## src/hw/rtl/touch_sample_qualifier_core_defines.svh

```systemverilog
// Assertion helpers for the touch sample qualifier.
// Each macro expects clk and rst_n in scope.
`ifndef TOUCH_SAMPLE_QUALIFIER_CORE_DEFINES_SVH
`define TOUCH_SAMPLE_QUALIFIER_CORE_DEFINES_SVH

// Same-cycle implication.
`define TSQ_ASSERT_NOW(lbl, pre, post) \
    lbl: assert property (@(posedge clk) disable iff (!rst_n) (pre) |-> (post)) \
        else $error("touch sample qualifier check failed");

// Next-cycle implication.
`define TSQ_ASSERT_NEXT(lbl, pre, post) \
    lbl: assert property (@(posedge clk) disable iff (!rst_n) (pre) |=> (post)) \
        else $error("touch sample qualifier check failed");

`endif

```

## src/hw/rtl/tsq_pkg.sv

```systemverilog
`default_nettype none

package tsq_pkg;

    // register file
    localparam int REG_W      = 12;
    localparam int NUM_REGS   = 8;
    localparam int CFG_IDX_W  = 4;
    localparam int REG_ADDR_W = 3;

    localparam logic [REG_ADDR_W-1:0] REG_X_CAL_LOW   = 3'd0;
    localparam logic [REG_ADDR_W-1:0] REG_X_CAL_HIGH  = 3'd1;
    localparam logic [REG_ADDR_W-1:0] REG_Y_CAL_LOW   = 3'd2;
    localparam logic [REG_ADDR_W-1:0] REG_Y_CAL_HIGH  = 3'd3;
    localparam logic [REG_ADDR_W-1:0] REG_X_SPAN      = 3'd4;
    localparam logic [REG_ADDR_W-1:0] REG_Y_SPAN      = 3'd5;
    localparam logic [REG_ADDR_W-1:0] REG_TOUCH_FLOOR = 3'd6;
    localparam logic [REG_ADDR_W-1:0] REG_MAX_DIFF    = 3'd7;

    localparam logic [REG_W-1:0] REG_RESET [NUM_REGS] = '{
        12'd200, 12'd3900, 12'd200, 12'd3900, 12'd240, 12'd320, 12'd50, 12'd10
    };

    typedef enum logic [1:0] {
        ST_OK  = 2'd0,
        ST_PEN = 2'd1,
        ST_CAL = 2'd2
    } status_t;

    // divider: quotient is known to be below span, so 12 bits
    localparam int QW        = 12;
    localparam int DIV_NUM_W = 2 * QW;
    localparam int DIV_CNT_W = 4;

    typedef struct packed {
        logic                 start;
        logic [DIV_NUM_W-1:0] dividend;
        logic [QW-1:0]        divisor;
    } div_req_t;

    typedef struct packed {
        logic          done;
        logic [QW-1:0] quotient;
    } div_rsp_t;

endpackage

`default_nettype wire

```

## src/hw/rtl/touch_sample_qualifier_core.sv

```systemverilog
// Touch sample qualifier: takes raw ADC samples for one panel axis, sorts each
// group of GROUP_SIZE samples in a row of sorter cells as they arrive, and
// averages the middle four into a group value. Two group values in a row must
// both reach the touch threshold register and differ by at most max_diff; their
// mean is then scaled to screen units, span*(m-cal_low)/(cal_high-cal_low),
// truncated toward zero and clamped to 0..span. A pen-up transfer aborts the
// attempt at once and returns status 1; equal calibration end points return
// status 2; changing the axis restarts the group. While a group fills, only a
// waiting result held by out_stall holds off the input. The transfer that
// closes a group holds off the input while the group value is qualified and,
// for a pair that qualifies, while the operands are prepared; when the result
// needs division (not for a calibration fault or a clamped ratio), also while
// the multiply is formed and the bit-serial divider finds the twelve quotient
// bits, one per cycle, and registers the last. A result waiting in the output
// register while out_stall is high, a pen-up report for example, also holds off
// the next input. Configuration writes are always ready and take effect at
// once; write them while idle.
`default_nettype none
`include "touch_sample_qualifier_core_defines.svh"

module touch_sample_qualifier_core #(
    parameter int GROUP_SIZE  = 10,
    parameter int SAMPLE_BITS = 12
) (
    input  logic                            clk,
    input  logic                            rst_n,
    // sample input
    input  logic                            in_valid,
    output logic                            in_stall,
    input  logic [11:0]                     sample,
    input  logic                            axis,
    input  logic                            pen_up,
    // result output
    output logic                            out_valid,
    input  logic                            out_stall,
    output logic [11:0]                     position,
    output logic                            out_axis,
    output logic [1:0]                      status,
    // configuration writes
    input  logic                            cfg_valid,
    output logic                            cfg_ready,
    input  logic [tsq_pkg::CFG_IDX_W-1:0]   cfg_index,
    input  logic [tsq_pkg::REG_W-1:0]       cfg_data
);

    import tsq_pkg::*;

    localparam int SB  = SAMPLE_BITS;
    localparam int CW  = $clog2(GROUP_SIZE);
    localparam int MID = GROUP_SIZE / 2 - 2;
    // width that holds both a group value and a register
    localparam int MW  = (SAMPLE_BITS > REG_W) ? SAMPLE_BITS : REG_W;

    typedef enum logic [4:0] {
        S_IDLE  = 5'b00001,
        S_GRP   = 5'b00010,
        S_SCALE = 5'b00100,
        S_MUL   = 5'b01000,
        S_DIV   = 5'b10000
    } state_t;

    // ------------------------------------------------------------------
    // configuration registers
    // ------------------------------------------------------------------
    logic [REG_W-1:0] cfg_reg [NUM_REGS];

    assign cfg_ready = 1'b1;

    always_ff @(posedge clk or negedge rst_n)
    begin
        if (!rst_n)
        begin
            for (int i = 0; i < NUM_REGS; i++)
            begin
                cfg_reg[i] <= REG_RESET[i];
            end
        end
        else if (cfg_valid && (cfg_index < CFG_IDX_W'(NUM_REGS)))
        begin
            cfg_reg[cfg_index[REG_ADDR_W-1:0]] <= cfg_data;
        end
    end

    // ------------------------------------------------------------------
    // control state
    // ------------------------------------------------------------------
    state_t          state_reg, state_next;
    logic [CW-1:0]   count_reg, count_next;
    logic [SB-1:0]   first_reg, first_next;
    logic            have_first_reg, have_first_next;
    logic            cur_axis_reg, cur_axis_next;

    logic            out_valid_reg, out_valid_next;
    logic [11:0]     position_reg, position_next;
    logic            out_axis_reg, out_axis_next;
    status_t         status_reg, status_next;
    logic            out_load;

    // scaling operands
    logic [SB-1:0]   m_reg, m_next;
    logic [QW-1:0]   a_reg, a_next;
    logic [QW-1:0]   d_reg, d_next;
    logic [QW-1:0]   span_reg, span_next;

    // ------------------------------------------------------------------
    // input side and sorter chain
    // ------------------------------------------------------------------
    logic                  in_acc;
    logic                  ins_en;
    logic                  axis_chg;
    logic [CW-1:0]         eff_cnt;
    logic [SB-1:0]         s_in;
    logic [GROUP_SIZE-1:0] cell_gt;
    logic [GROUP_SIZE-1:0] occ;
    logic [SB-1:0]         cell_val [GROUP_SIZE];

    assign in_stall = (state_reg != S_IDLE) || (out_valid_reg && out_stall);
    assign in_acc   = in_valid && !in_stall;
    assign ins_en   = in_acc && !pen_up;
    assign axis_chg = axis != cur_axis_reg;
    // an axis change drops whatever the group held
    assign eff_cnt  = axis_chg ? '0 : count_reg;
    assign s_in     = SB'(sample);

    for (genvar i = 0; i < GROUP_SIZE; i++)
    begin : g_cell
        logic          pg;
        logic [SB-1:0] pv;
        if (i == 0)
        begin : g_head
            assign pg = 1'b0;
            assign pv = '0;
        end
        else
        begin : g_link
            assign pg = cell_gt[i-1];
            assign pv = cell_val[i-1];
        end
        assign occ[i] = CW'(i) < eff_cnt;
        tsq_cell #(
            .W (SB)
        ) u_cell (
            .clk      (clk),
            .ins_en   (ins_en),
            .new_val  (s_in),
            .occupied (occ[i]),
            .prev_gt  (pg),
            .prev_val (pv),
            .gt       (cell_gt[i]),
            .val      (cell_val[i])
        );
    end

    // ------------------------------------------------------------------
    // group value and qualification
    // ------------------------------------------------------------------
    logic [SB+1:0] mid_sum;
    logic [SB-1:0] gval;
    logic [SB-1:0] gdiff;
    logic [SB:0]   mean_sum;

    assign mid_sum  = (SB+2)'(cell_val[MID]) + (SB+2)'(cell_val[MID+1])
                    + (SB+2)'(cell_val[MID+2]) + (SB+2)'(cell_val[MID+3]);
    assign gval     = mid_sum[SB+1:2];
    assign gdiff    = (gval > first_reg) ? gval - first_reg : first_reg - gval;
    assign mean_sum = {1'b0, gval} + {1'b0, first_reg};

    // ------------------------------------------------------------------
    // scaling operands
    // ------------------------------------------------------------------
    logic [REG_W-1:0]  lo_sel, hi_sel, span_sel;
    logic signed [MW:0]    nd;
    logic signed [REG_W:0] dd;
    logic [MW-1:0]     a_full;
    logic [QW-1:0]     d_abs;

    assign lo_sel   = cur_axis_reg ? cfg_reg[REG_Y_CAL_LOW]  : cfg_reg[REG_X_CAL_LOW];
    assign hi_sel   = cur_axis_reg ? cfg_reg[REG_Y_CAL_HIGH] : cfg_reg[REG_X_CAL_HIGH];
    assign span_sel = cur_axis_reg ? cfg_reg[REG_Y_SPAN]     : cfg_reg[REG_X_SPAN];
    assign nd       = $signed({1'b0, MW'(m_reg)}) - $signed({1'b0, MW'(lo_sel)});
    assign dd       = $signed({1'b0, hi_sel}) - $signed({1'b0, lo_sel});
    assign a_full   = nd[MW] ? MW'(-nd) : MW'(nd);
    assign d_abs    = dd[REG_W] ? QW'(-dd) : QW'(dd);

    // ------------------------------------------------------------------
    // divider
    // ------------------------------------------------------------------
    div_req_t div_req;
    div_rsp_t div_rsp;

    assign div_req.start    = state_reg == S_MUL;
    assign div_req.dividend = DIV_NUM_W'(span_reg) * DIV_NUM_W'(a_reg);
    assign div_req.divisor  = d_reg;

    tsq_div u_div (
        .clk   (clk),
        .rst_n (rst_n),
        .req   (div_req),
        .rsp   (div_rsp)
    );

    // ------------------------------------------------------------------
    // sequencer
    // ------------------------------------------------------------------
    always_comb
    begin
        state_next      = state_reg;
        count_next      = count_reg;
        first_next      = first_reg;
        have_first_next = have_first_reg;
        cur_axis_next   = cur_axis_reg;
        m_next          = m_reg;
        a_next          = a_reg;
        d_next          = d_reg;
        span_next       = span_reg;
        out_load        = 1'b0;
        position_next   = position_reg;
        out_axis_next   = out_axis_reg;
        status_next     = status_reg;
        // drop the held result once it is transferred
        out_valid_next  = out_valid_reg && out_stall;

        case (state_reg)
            S_IDLE:
            begin
                if (in_acc && pen_up)
                begin
                    // abort the attempt and report the release
                    count_next      = '0;
                    have_first_next = 1'b0;
                    cur_axis_next   = axis;
                    out_load        = 1'b1;
                    position_next   = '0;
                    out_axis_next   = axis;
                    status_next     = ST_PEN;
                end
                else if (in_acc)
                begin
                    cur_axis_next = axis;
                    if (axis_chg)
                    begin
                        have_first_next = 1'b0;
                    end
                    if (eff_cnt == CW'(GROUP_SIZE - 1))
                    begin
                        count_next = '0;
                        state_next = S_GRP;
                    end
                    else
                    begin
                        count_next = CW'(eff_cnt + CW'(1));
                    end
                end
            end
            S_GRP:
            begin
                state_next = S_IDLE;
                if (MW'(gval) < MW'(cfg_reg[REG_TOUCH_FLOOR]))
                begin
                    have_first_next = 1'b0;
                end
                else if (!have_first_reg)
                begin
                    first_next      = gval;
                    have_first_next = 1'b1;
                end
                else
                begin
                    have_first_next = 1'b0;
                    if (MW'(gdiff) <= MW'(cfg_reg[REG_MAX_DIFF]))
                    begin
                        m_next     = mean_sum[SB:1];
                        state_next = S_SCALE;
                    end
                end
            end
            S_SCALE:
            begin
                state_next    = S_IDLE;
                position_next = '0;
                out_axis_next = cur_axis_reg;
                status_next   = ST_OK;
                if (dd == '0)
                begin
                    out_load    = 1'b1;
                    status_next = ST_CAL;
                end
                else if (nd[MW] != dd[REG_W])
                begin
                    // opposite signs: quotient at or below zero, clamp to zero
                    out_load = 1'b1;
                end
                else if (a_full >= MW'(d_abs))
                begin
                    // ratio at least one: clamp to span
                    out_load      = 1'b1;
                    position_next = span_sel;
                end
                else
                begin
                    a_next     = a_full[QW-1:0];
                    d_next     = d_abs;
                    span_next  = span_sel;
                    state_next = S_MUL;
                end
            end
            S_MUL:
            begin
                state_next = S_DIV;
            end
            S_DIV:
            begin
                if (div_rsp.done)
                begin
                    out_load      = 1'b1;
                    position_next = div_rsp.quotient;
                    out_axis_next = cur_axis_reg;
                    status_next   = ST_OK;
                    state_next    = S_IDLE;
                end
            end
            default:
            begin
                state_next = S_IDLE;
            end
        endcase

        if (out_load)
        begin
            out_valid_next = 1'b1;
        end
    end

    always_ff @(posedge clk or negedge rst_n)
    begin
        if (!rst_n)
        begin
            state_reg      <= S_IDLE;
            count_reg      <= '0;
            first_reg      <= '0;
            have_first_reg <= 1'b0;
            cur_axis_reg   <= 1'b0;
            out_valid_reg  <= 1'b0;
        end
        else
        begin
            state_reg      <= state_next;
            count_reg      <= count_next;
            first_reg      <= first_next;
            have_first_reg <= have_first_next;
            cur_axis_reg   <= cur_axis_next;
            out_valid_reg  <= out_valid_next;
        end
    end

    always_ff @(posedge clk)
    begin
        position_reg <= position_next;
        out_axis_reg <= out_axis_next;
        status_reg   <= status_next;
        m_reg        <= m_next;
        a_reg        <= a_next;
        d_reg        <= d_next;
        span_reg     <= span_next;
    end

    assign out_valid = out_valid_reg;
    assign position  = position_reg;
    assign out_axis  = out_axis_reg;
    assign status    = status_reg;

    // ------------------------------------------------------------------
    // checks
    // ------------------------------------------------------------------
    `TSQ_ASSERT_NEXT(a_group_close, ins_en && (eff_cnt == CW'(GROUP_SIZE - 1)), state_reg == S_GRP)
    `TSQ_ASSERT_NOW(a_div_in_state, div_rsp.done, state_reg == S_DIV)
    `TSQ_ASSERT_NOW(a_out_free, out_load, !out_valid_reg || !out_stall)
    `TSQ_ASSERT_NEXT(a_pen_report, in_acc && pen_up, out_valid_reg && (status_reg == ST_PEN))

endmodule

`default_nettype wire

```

## src/hw/rtl/tsq_cell.sv

```systemverilog
`default_nettype none

// One slot of the insertion sorter. Holds one sample; on insert it either
// keeps its value, takes the new sample, or takes its lower neighbor's value.
module tsq_cell #(
    parameter int W = 12
) (
    input  logic         clk,
    input  logic         ins_en,
    input  logic [W-1:0] new_val,
    input  logic         occupied,
    input  logic         prev_gt,
    input  logic [W-1:0] prev_val,
    output logic         gt,
    output logic [W-1:0] val
);

    logic [W-1:0] value_reg;
    logic [W-1:0] value_next;

    // empty slots act as larger than anything
    assign gt         = !occupied || (new_val < value_reg);
    assign value_next = prev_gt ? prev_val : new_val;
    assign val        = value_reg;

    always_ff @(posedge clk)
    begin
        if (ins_en && gt)
        begin
            value_reg <= value_next;
        end
    end

endmodule

`default_nettype wire

```

## src/hw/rtl/tsq_div.sv

```systemverilog
`default_nettype none

// Restoring divider, one quotient bit per cycle. The upper half of the
// dividend must be below the divisor.
module tsq_div (
    input  logic              clk,
    input  logic              rst_n,
    input  tsq_pkg::div_req_t req,
    output tsq_pkg::div_rsp_t rsp
);

    import tsq_pkg::*;

    logic [QW-1:0]        rem_reg;
    logic [QW-1:0]        rem_next;
    logic [QW-1:0]        sh_reg;
    logic [QW-1:0]        sh_next;
    logic [QW-1:0]        den_reg;
    logic [DIV_CNT_W-1:0] cnt_reg;
    logic [DIV_CNT_W-1:0] cnt_next;
    logic                 busy_reg;
    logic                 busy_next;
    logic                 done_reg;
    logic                 done_next;
    logic [QW:0]          trial;
    logic                 ge;

    assign trial = {rem_reg, sh_reg[QW-1]};
    assign ge    = trial >= {1'b0, den_reg};

    always_comb
    begin
        rem_next  = rem_reg;
        sh_next   = sh_reg;
        cnt_next  = cnt_reg;
        busy_next = busy_reg;
        done_next = 1'b0;
        if (req.start)
        begin
            rem_next  = req.dividend[DIV_NUM_W-1:QW];
            sh_next   = req.dividend[QW-1:0];
            cnt_next  = DIV_CNT_W'(QW);
            busy_next = 1'b1;
        end
        else if (busy_reg)
        begin
            rem_next = ge ? QW'(trial - {1'b0, den_reg}) : trial[QW-1:0];
            sh_next  = {sh_reg[QW-2:0], ge};
            cnt_next = cnt_reg - DIV_CNT_W'(1);
            if (cnt_reg == DIV_CNT_W'(1))
            begin
                busy_next = 1'b0;
                done_next = 1'b1;
            end
        end
    end

    always_ff @(posedge clk or negedge rst_n)
    begin
        if (!rst_n)
        begin
            cnt_reg  <= '0;
            busy_reg <= 1'b0;
            done_reg <= 1'b0;
        end
        else
        begin
            cnt_reg  <= cnt_next;
            busy_reg <= busy_next;
            done_reg <= done_next;
        end
    end

    always_ff @(posedge clk)
    begin
        rem_reg <= rem_next;
        sh_reg  <= sh_next;
        if (req.start)
        begin
            den_reg <= req.divisor;
        end
    end

    assign rsp.done     = done_reg;
    assign rsp.quotient = sh_reg;

endmodule

`default_nettype wire
```

## config.mk

```make
export PLATFORM = sky130hd
export DESIGN_NAME = touch_sample_qualifier_core
export DESIGN_NICKNAME = d
export VERILOG_FILES = /design/src/hw/rtl/tsq_pkg.sv /design/src/hw/rtl/touch_sample_qualifier_core.sv /design/src/hw/rtl/tsq_cell.sv /design/src/hw/rtl/tsq_div.sv
export VERILOG_INCLUDE_DIRS = /design/src /design/src/hw/rtl
export SDC_FILE = /design/constraint.sdc
export NUM_CORES = 1
export LEC_CHECK = 0
export BUFFER_PORTS_ARGS = -buffer_cell sky130_fd_sc_hd__buf_2
export CELL_PAD_IN_SITES_DETAIL_PLACEMENT = 1
export CELL_PAD_IN_SITES_GLOBAL_PLACEMENT = 2
export CORE_ASPECT_RATIO = 0.7
export CORE_UTILIZATION = 39
export CTS_CLUSTER_DIAMETER = 40
export DETAILED_ROUTE_END_ITERATION = 10
export HOLD_SLACK_MARGIN = 0.02
export PLACE_DENSITY = 0.81
export SYNTH_ARGS = -nofsm -noshare
export SYNTH_HDL_FRONTEND = slang
export SYNTH_SLANG_ARGS = --single-unit
```

## constraint.sdc

```tcl
create_clock -name clk -period 6.9 [get_ports clk]
set_input_delay 1.725 -clock clk [delete_from_list [all_inputs] [get_ports clk]]
set_output_delay 1.725 -clock clk [all_outputs]
set_load 0.1 [all_outputs]
```

==> results of run 1 <==
==> repair_timing <==
| action | 4_1_cts | 5_1_grt |
|---|---|---|
| pin swaps | 0 | 20 |
| gates cloned | 0 | 1 |
| setup buffers | 0 | 9 |
| hold buffers | 0 | 0 |
| resized for setup | 2 | 26 |
| endpoints found under the setup margin | 1 | 13 |
==> power by group through the flow <==
stage                     Clock (mW)  Combinational [mW]  Sequential (mW)
final                           2.51                8.93             2.61
after global routing            2.64                9.76             2.64
after CTS                       2.57                8.43             2.61
after detailed placement           0                8.32             2.65
after global placement             0                7.95             2.63
after floorplan                    0                5.66             2.64
==> cell usage in the layout (no fill, tap or decap), types with 34 or more instances in the layout <==
cell type  count
mux2_2       179
edfxtp_1     183
and2_1        50
dfstp_2       34
a21oi_1       84
buf_2         50
fa_1         129
nor2_1        71
xor2_1        38
dfrtp_1       91
xnor2_1       51
o21ai_0       70
ha_1         262
buf_4         59
a21o_1        55
nand2_1      214
clkbuf_16     53
inv_1        323
==> worst min path at each step <==
stage,startpoint,endpoint,slack (ps),cells past startpoint
floorplan,d_reg[0],u_div.den_reg[0],400,0
global placement,d_reg[5],u_div.den_reg[5],400,0
detailed placement,d_reg[2],u_div.den_reg[2],410,0
CTS,d_reg[2],u_div.den_reg[2],420,0
global route,d_reg[0],u_div.den_reg[0],430,0
finish,d_reg[2],u_div.den_reg[2],420,0
==> cell type report <==
class / instances / share of cell area [%]
clock inverter: 29 / 1.11
sequential: 309 / 31.4
clock buffer: 61 / 4.86
tap: 819 / 3.71
inverter: 324 / 4.40
timing repair buffer: 112 / 2.68
multi-input combinational: 1595 / 51.8
==> cells in the mapped netlist, types with 15 or more instances <==
cell / n
mux2i_1: 29
a31oi_1: 15
nand2_1: 215
mux2_2: 179
nor3_1: 24
ha_1: 264
xnor2_1: 54
o21ai_0: 71
nor2b_1: 16
a211oi_1: 17
dfstp_2: 34
a21o_1: 55
and2_1: 50
nand2b_1: 22
fa_1: 130
inv_1: 324
o31ai_1: 17
dfrtp_1: 92
edfxtp_1: 183
clkbuf_1: 57
o21a_1: 21
o21ai_1: 15
a21oi_1: 88
nand3_1: 22
xor2_1: 38
nor2_1: 73
==> layer usage <==
layer | wire length (um) | vias to the layer above | global-route usage, %
met3 | 3270 | 98 | 3.55
li1 | - | 8197 | -
met4 | 1680 | 4 | 6.06
met1 | 34100 | 8950 | 32.2
met5 | 31 | - | 0
met2 | 30800 | 349 | 35.1
==> kinds of logic after synthesis <==
logic type      Yosys count
mux                     208
xor+xnor                 92
flops                   309
fa+ha+maj               394
other cells               1
buf+inv                 395
simple gates            490
compound gates          410
==> critical path, delay by kind of cell, from the launching register on <==
family,cells,cell delay (ps)
AO/OA/AOI/OAI,14,2460
adder cells (fa/ha/maj),5,1990
AND/OR/NAND/NOR,7,1000
flip-flops,1,340
buffers and inverters,3,330
XOR/XNOR,2,310
==> out/results.ini, run 1 <==
[layout]
fin_area_um2 = 27700
finalNonFillerCells = 3249
synthToLayoutAreaGrowth_pct = 13.6
fill_cells = 6764
seqCellArea_um2 = 8690
finalCoreUtilization_pct = 44.9
multiInputGateArea_um2 = 14300
largest_reg_flops = 96
antennaDiodeCount = 0
nets = 2819
drive_above_1_share_pct = 18.5

[yosys]
synth-compound-area-share_pct = 11.5
synth-simple-area-share_pct = 9.60
synth_area_leaders = edfxtp_1, ha_1, fa_1, dfrtp_1, mux2_2
syn_area_um2 = 24300
synth_nets = 2728
yosys_register_bits = 309
yosysTopAreaCell = edfxtp_1
synth_ff_type = edfxtp_1
syn_inst = 2299
syn_area_per_cell_um2 = 10.6
synthXorXnorAreaFrac_pct = 3.31
synth_top_area_share_pct = 22.6
synth_edf_count = 183
synth_mux_area_share_pct = 9.47
yosys_warnings = 0
synth_top_family_by_area = adder cells
postSynth.asyncResetShare_pct = 40.8
synth_cell_types = 80
synth-adder-area-share_pct = 24.3
yosysSeqAreaShare_pct = 35.7

[clock_network]
clk_latency_ps = 600
clock_path_buffers = 3
htreeDepth = 2
cts_tree = built
path_clk_slew_ps = 50
cts_sinks = 309
cts_root_buf = clkbuf_16
cts_buffers = 48

[drt]
drt_wl_total_mm = 70.0
first_pass_iters = 5
wl_per_cell_um = 21.5
drtAntennaViolNets = 0
drc = 0
dr.first_iter.drc_count = 945
viasPerCell = 5.42
via_count = 17600

[power]
total_leakage_power_nw = 12.5
power.density_nw_per_um2 = 508
p_total_mw = 14.0
p_int_mw = 7.67
p_switching_mw = 6.38
combPwrFrac_pct = 63.6
ir_worst_vdd_uv = 343
netSwitchingFraction_pct = 45.4
clockPowerShare_pct = 17.8
power_frac_seq_pct = 18.6

[grt]
grt_pass1_vias = 18900
antenna_found_initial = 2
grt_max_degree = 81
grt_util_all_layers_pct = 22.5
gr-total-overflow = 0
grt_pass1_wl_mm = 110

[sta]
skew_ps = 46.2
drv_slew = 0
hold_violations = 0
whs_ps = 418
setup_tns_ps = 0
max_freq_mhz = 153
finalCriticalPeriod_ps = 6530
worstMarginPinSlew_ps = 1290
setup_violations = 0
relSlewSlack_pct = 13.9
setup_slack_ps = 366
fin_crit_sh_pct = 94.7

[worst_setup_path]
critPathCaptureType = flop
required_ps = 7390
r2r.worst_path.cells = 31
timing.rr.end = state_reg[0]
cpPeakStageDelay_ps = 530
cp_slowest_cell = fa_1
start_kind = flop
crit_fanout = 5
crit_path_end = state_reg[0]
critPathKind = flop to flop
r2r_setup_slack_ps = 370
cp-startpoint = g_cell[3].u_cell.val[1]
crit-reg2reg-launch = g_cell[3].u_cell.val[1]
crit_arrival_ps = 7030

[placement]
place.gp.congestion = 0.896
dp_slack_ps = -12.8
placed_area_um2 = 25800
port_buffers = 51
dp_hpwl_mm = 54.1
dp.cells = 3149

[floorplan]
die_w_um = 301
io_pins = 53
die_h_um = 211
core_area_um2 = 61600
start_util_pct = 39.5
dieArea_um2 = 63400
rows = 76

[job]
cap_violations = 0

[run_status]
status = completed

[min_path]
worstHoldPathType = flop to flop

(Power assumes the default switching activity.)
==> run 2: changes to the inputs <==
CORE_UTILIZATION = 40   (was 39)
CTS_BUF_LIST = sky130_fd_sc_hd__clkbuf_4   (was not set)
PLACE_DENSITY = 0.83   (was 0.81)
==> out/results.ini, run 2 (synthesized netlist as in run 1, its figures left out) <==
[clock_network]
cts_root_buf = clkbuf_4
cts_buffers = 83  ; +73%
path_clk_slew_ps = 70  ; +20 ps
htreeDepth = 3  ; +1
cts_sinks = 309  ; unchanged
cts_tree = built
clock_path_buffers = 3  ; unchanged
clk_latency_ps = 860  ; +260 ps

[layout]
nets = 2856  ; +1.3%
drive_above_1_share_pct = 20.0  ; +1.4 points
fill_cells = 6694  ; -1.0%
synthToLayoutAreaGrowth_pct = 11.0
finalCoreUtilization_pct = 45.0  ; +0.10 points
largest_reg_flops = 96  ; unchanged
final_common_cell = inv_1
mostFrequentLayoutCells = inv_1, ha_1, nand2_1, edfxtp_1, mux2_2
finalNonFillerCells = 3302  ; +1.6%

[min_path]
worstHoldPathType = flop to flop
min_from = d_reg[2]
hold_path_end = u_div.den_reg[2]
holdPathStages = 0  ; unchanged

[grt]
grt_max_degree = 68  ; -16%
grt_util_all_layers_pct = 22.9  ; +0.43 points
antenna_found_initial = 8  ; +6
grt_pass1_wl_mm = 110  ; +0.34%
grt_pass1_vias = 19300  ; +1.8%
gr-total-overflow = 0  ; unchanged

[sta]
skew_ps = 74.4  ; +28.2 ps
finalCriticalPeriod_ps = 6640  ; +103 ps
max_freq_mhz = 151  ; -1.5%
fin_crit_sh_pct = 96.2  ; +1.5 points
hold_violations = 0  ; unchanged
worstMarginPinSlew_ps = 1360  ; +70.7 ps
whs_ps = 415  ; -3.10 ps
setup_violations = 0  ; unchanged
relSlewSlack_pct = 7.11  ; -6.7 points
drv_slew = 0  ; unchanged

[drt]
dr.first_iter.drc_count = 988  ; +4.6%
viasPerCell = 5.39  ; -0.57%
drtAntennaViolNets = 0  ; unchanged
drc = 0  ; unchanged
wl_per_cell_um = 21.1  ; -2.0%
via_count = 17800  ; +1.1%
first_pass_iters = 5  ; unchanged
drt_wl_total_mm = 69.7  ; -0.36%

[worst_setup_path]
timing.rr.end = state_reg[0]
crit_fanout = 11  ; +6
critPathKind = flop to flop
r2r_setup_slack_ps = 260  ; -100 ps
start_kind = flop
required_ps = 7640  ; +250 ps
crit_arrival_ps = 7370  ; +340 ps
crit-reg2reg-launch = g_cell[3].u_cell.val[2]
critPathCaptureType = flop
r2r.worst_path.cells = 27  ; -13%

[floorplan]
die_h_um = 208  ; -1.2%
rows = 75  ; -1.3%
start_util_pct = 40.5  ; +1.0 points
io_pins = 53  ; unchanged
die_w_um = 297  ; -1.2%
dieArea_um2 = 61900  ; -2.5%
core_area_um2 = 60100  ; -2.5%

[placement]
dp_hpwl_mm = 53.8  ; -0.47%
dp.cells = 3137  ; -0.38%
port_buffers = 51  ; unchanged
place.gp.congestion = 0.897  ; +0.11%

[power]
total_leakage_power_nw = 12.3  ; -1.7%
power.density_nw_per_um2 = 486  ; -4.4%
ir_worst_vdd_uv = 318  ; -7.4%

[job]
cap_violations = 0  ; unchanged

[run_status]
status = completed

run 2: stage by stage:
| step | area, um2 | TNS (ps) | worst slack, ps | power (mW) |
|---|---|---|---|---|
| 6_report | 27000 | 0 | 264 | 13.1 |
| 5_1_grt | 27000 | -21.9 | -21.9 | 14.1 |
| 4_1_cts | 26800 | 0 | 14.4 | 12.8 |
| 3_5_place_dp | 25700 | 0 | 13.3 | 11.0 |
| 3_3_place_gp | 25700 | 0 | 208 | 10.5 |
| 2_1_floorplan | 24300 | 0 | 33.9 | 8.30 |
run 2: area by class of cell:
class	count	area, um2	area share (%)
Timing Repair Buffer	114	747	2.76
Tap cell	808	1010	3.74
Clock buffer	114	856	3.17
Clock inverter	34	203	0.750
Multi-Input combinational cell	1595	14300	52.9
Antenna cell	4	10.0	0.0371
Sequential cell	309	8690	32.2
Inverter	324	1220	4.50
run 2: worst max-delay path by stage:
stage,to,startpoint,depth (start not counted)
final,state_reg[0],g_cell[3].u_cell.val[2],27
after global routing,state_reg[0],g_cell[3].u_cell.val[1],31
after CTS,state_reg[0],g_cell[3].u_cell.val[1],31
after detailed placement,state_reg[0],g_cell[3].u_cell.val[1],31
after global placement,state_reg[0],g_cell[3].u_cell.val[1],31
after floorplan,m_reg[0],g_cell[3].u_cell.val[1],28
run 2: metal layers:
| layer | track usage (%) | up-vias | wire length [um] |
|---|---|---|---|
| li1 | - | 8289 | - |
| met1 | 32.5 | 9009 | 33900 |
| met2 | 35.8 | 374 | 30800 |
| met3 | 4.19 | 108 | 3500 |
| met4 | 5.91 | 4 | 1410 |
| met5 | 0 | - | 26 |
run 2: worst max-delay path, stage by stage, from the launching register on:
cell and delay [ps]:
edfxtp_1 420, fa_1 600, fa_2 490, ha_1 310, nand4b_1 150, a211oi_2 300
nand4_1 130, and4b_2 270, o311ai_4 270, xor2_1 100, buf_4 160, ha_4 310
nand2_1 60, o21ai_0 220, o21ai_2 120, buf_12 150, o311a_1 110, o31a_1 320
xnor2_1 150, ha_1 310, nand4_1 110, nor2_2 160, o211ai_1 110, a31oi_1 180
o21a_1 210, a211oi_2 60, or4_1 570, a31oi_1 170
run 2: what timing repair did:
action                     CTS  global route
setup buffers                0            13
pin swaps                    1            20
hold buffers                 0             0
resized for setup            4            19
setup endpoints to repair    1            13
run 2: power by group:
part / switching [mW] / leakage [nW] / internal (mW) / total (mW)
clock: 0.851 / 0.614 / 0.845 / 1.70
sequential: 0.165 / 3.19 / 2.44 / 2.61
combinational: 5.16 / 8.53 / 3.65 / 8.82
==> run 3: changes to the inputs <==
ABC_AREA = 1   (was not set)
CAP_MARGIN = 10   (was not set)
CORE_UTILIZATION = 37   (was 40)
==> out/results.ini, run 3 <==
[sta]
setup_tns_ps = 0  ; unchanged
relSlewSlack_pct = 28.2  ; +21 points
fin_crit_sh_pct = 91.7  ; -4.5 points
setup_violations = 0  ; unchanged
rsz0062_at_grt = false
skew_ps = 64.3  ; -10.0 ps
drv_slew = 0  ; unchanged
max_freq_mhz = 158  ; +4.9%
hold_violations = 0  ; unchanged
finalCriticalPeriod_ps = 6330  ; -308 ps
setup_slack_ps = 572  ; +308 ps
worstMarginPinSlew_ps = 1080  ; -281 ps

[floorplan]
die_h_um = 220  ; +5.7%
die_w_um = 314  ; +5.7%
start_util_pct = 37.7  ; -2.9 points
io_pins = 53  ; unchanged
core_area_um2 = 66900  ; +11%
rows = 79  ; +5.3%
dieArea_um2 = 69200  ; +12%

[worst_setup_path]
r2r_setup_slack_ps = 570  ; +310 ps
r2r.worst_path.cells = 32  ; +19%
required_ps = 7410  ; -230 ps
critPathKind = flop to flop
crit_arrival_ps = 6840  ; -530 ps
timing.rr.end = m_reg[8]
start_kind = flop
cpPeakStageDelay_ps = 550  ; -50 ps
critPathCaptureType = flop
crit_fanout = 12  ; +1
cp_slowest_cell = fa_1
crit-reg2reg-launch = g_cell[3].u_cell.val[1]

[yosys]
yosys_warnings = 0  ; unchanged
yosysTopAreaCell = edfxtp_1
synth_cell_types = 53  ; -34%
synth_top_area_share_pct = 21.8  ; -0.77 points
yosysMostFrequentCell = nand2_1
yosys_register_bits = 309  ; unchanged
yosysSeqAreaShare_pct = 34.5  ; -1.2 points
syn_area_per_cell_um2 = 8.35  ; -21%
synth_nets = 3447  ; +26%
synth_area_leaders = edfxtp_1, ha_1, nand2_1, fa_1, dfrtp_1
synthTopCellsByCount = nand2_1, inv_1, o21ai_0
synth_edf_count = 183  ; unchanged
syn_area_um2 = 25200  ; +3.5%
postSynth.asyncResetShare_pct = 40.8  ; unchanged
syn_inst = 3018  ; +31%
synth_ff_type = edfxtp_1

[placement]
place.gp.congestion = 0.896  ; about the same
dp_slack_ps = 307  ; +294 ps
dp_hpwl_mm = 61.1  ; +14%
port_buffers = 51  ; unchanged
dp.cells = 3899  ; +24%

[grt]
grt_pass1_vias = 21400  ; +11%
antenna_found_initial = 5  ; -3
grt_util_all_layers_pct = 22.5  ; -0.35 points
gr-total-overflow = 0  ; unchanged
grt_max_degree = 69  ; +1.5%
grt_pass1_wl_mm = 121  ; +9.8%

[clock_network]
cts_setup_buffers = 0  ; unchanged
cts_buffers = 87  ; +4.8%
path_clk_slew_ps = 70  ; about the same
htreeDepth = 3  ; unchanged
cts_root_buf = clkbuf_4
cts_tree = built
clk_latency_ps = 870  ; about the same
ctsHoldBuffers = 0  ; unchanged
clock_path_buffers = 3  ; unchanged
cts_sinks = 309  ; unchanged

[drt]
first_pass_iters = 5  ; unchanged
drtAntennaViolNets = 0  ; unchanged
drt_wl_total_mm = 76.5  ; +9.7%
viasPerCell = 5.07  ; -5.8%
dr.first_iter.drc_count = 1093  ; +11%
drc = 0  ; unchanged
via_count = 20600  ; +16%
wl_per_cell_um = 18.8  ; -11%

[min_path]
worstHoldPathType = flop to flop
holdPathStages = 0  ; unchanged
hold_path_end = u_div.den_reg[5]
min_from = d_reg[5]

[layout]
largest_reg_flops = 96  ; unchanged
finalCoreUtilization_pct = 41.3  ; -3.7 points
drive_above_1_share_pct = 10.9  ; -9.1 points
final_common_cell = nand2_1
nets = 3527  ; +23%
mostFrequentLayoutCells = nand2_1, inv_1, o21ai_0, ha_1, edfxtp_1
finalNonFillerCells = 4062  ; +23%
synthToLayoutAreaGrowth_pct = 9.61

[power]
ir_worst_vdd_uv = 108  ; -66%
power.density_nw_per_um2 = 280  ; -42%
total_leakage_power_nw = 13.8  ; +12%

[job]
cap_violations = 0  ; unchanged

[run_status]
status = completed

[run 3: cell types whose count changed after synthesis, sizes merged, moves of 43 or more]
| cell | previous run | this run |
|---|---|---|
| nand2 | 215 | 764 |
| inv | 324 | 550 |
| o21ai | 86 | 298 |
| mux2 | 179 | 0 |
| nand3 | 22 | 98 |
| a21oi | 90 | 159 |
| nor2 | 73 | 136 |
| and2 | 50 | 3 |
| a21o | 55 | 12 |
[run 3: worst max-delay path, delay by kind of cell (launching register included)]
kind                     cells  cell delay (ps)
buffers and inverters        8              840
adder cells (fa/ha/maj)      5             2020
AO/OA/AOI/OAI                3              670
XOR/XNOR                     1              260
AND/OR/NAND/NOR             15             1830
flip-flops                   1              360
[run 3: logic make-up (layout without fill, tap and decap cells)]
family                     Yosys count  after routing  synth area share (%)
and+or+nand+nor                   1068           1068                  18.0
buffers and inverters              634            784                  9.79
AOI/OAI and AO/OA                  532            532                  11.4
adders and majority gates          394            394                  23.4
DFF                                309            309                  34.5
xor gates and xnor gates            69             69                  2.43
muxes                               11             11                 0.437
other                                1              4                0.0149
[run 3: routing by layer]
metal	wire length, um	up-vias	global-route usage [%]	share of wire, %
li1	-	9953	-	-
met1	38700	10200	33.2	51
met2	32900	364	34.2	43
met3	3330	99	3.46	4.3
met4	1630	0	6.13	2.1
met5	0	-	0	0
[run 3: per-stage QoR]
| stage | cell area (um2) | power, mW | hold slack [ps] |
|---|---|---|---|
| global route | 27600 | 8.36 | 412 |
| detailed placement | 26400 | 5.90 | 406 |
| CTS | 27600 | 7.79 | 407 |
| global placement | 26400 | 5.77 | 404 |
| finish | 27600 | 7.74 | 404 |
| floorplan | 25200 | 4.81 | 400 |
[run 3: report_power, final]
group	leakage, nW	switching (mW)	internal [mW]
registers	3.22	0.0809	2.22
logic	9.85	2.42	1.18
clock network	0.707	0.863	0.983
[run 3: worst max-delay path by stage]
stage / startpoint / to / slack (ps) / depth (start not counted)
after floorplan: cur_axis_reg / a_reg[0] / 1030 / 27
after global placement: g_cell[3].u_cell.val[1] / m_reg[0] / 430 / 34
after detailed placement: g_cell[3].u_cell.val[1] / m_reg[10] / 310 / 34
after CTS: g_cell[3].u_cell.val[1] / m_reg[0] / 230 / 34
after global routing: g_cell[3].u_cell.val[1] / m_reg[3] / 4 / 35
final: g_cell[3].u_cell.val[1] / m_reg[8] / 570 / 32
[run 3: what timing repair did]
| action | in CTS | in global routing |
|---|---|---|
| hold endpoints to repair | 0 | 0 |
| setup endpoints to repair | 0 | 13 |
| gates resized for setup | 0 | 7 |
[run 3: area by class of cell]
type	count	area, um2
inverters	550	2070
diodes	3	7.51
flip-flops and latches	309	8690
clock buffers	131	983
clock inverters	28	201
fillers	8005	39300
multi-input cells	2075	14100
repair buffers	75	458
well taps	891	1110
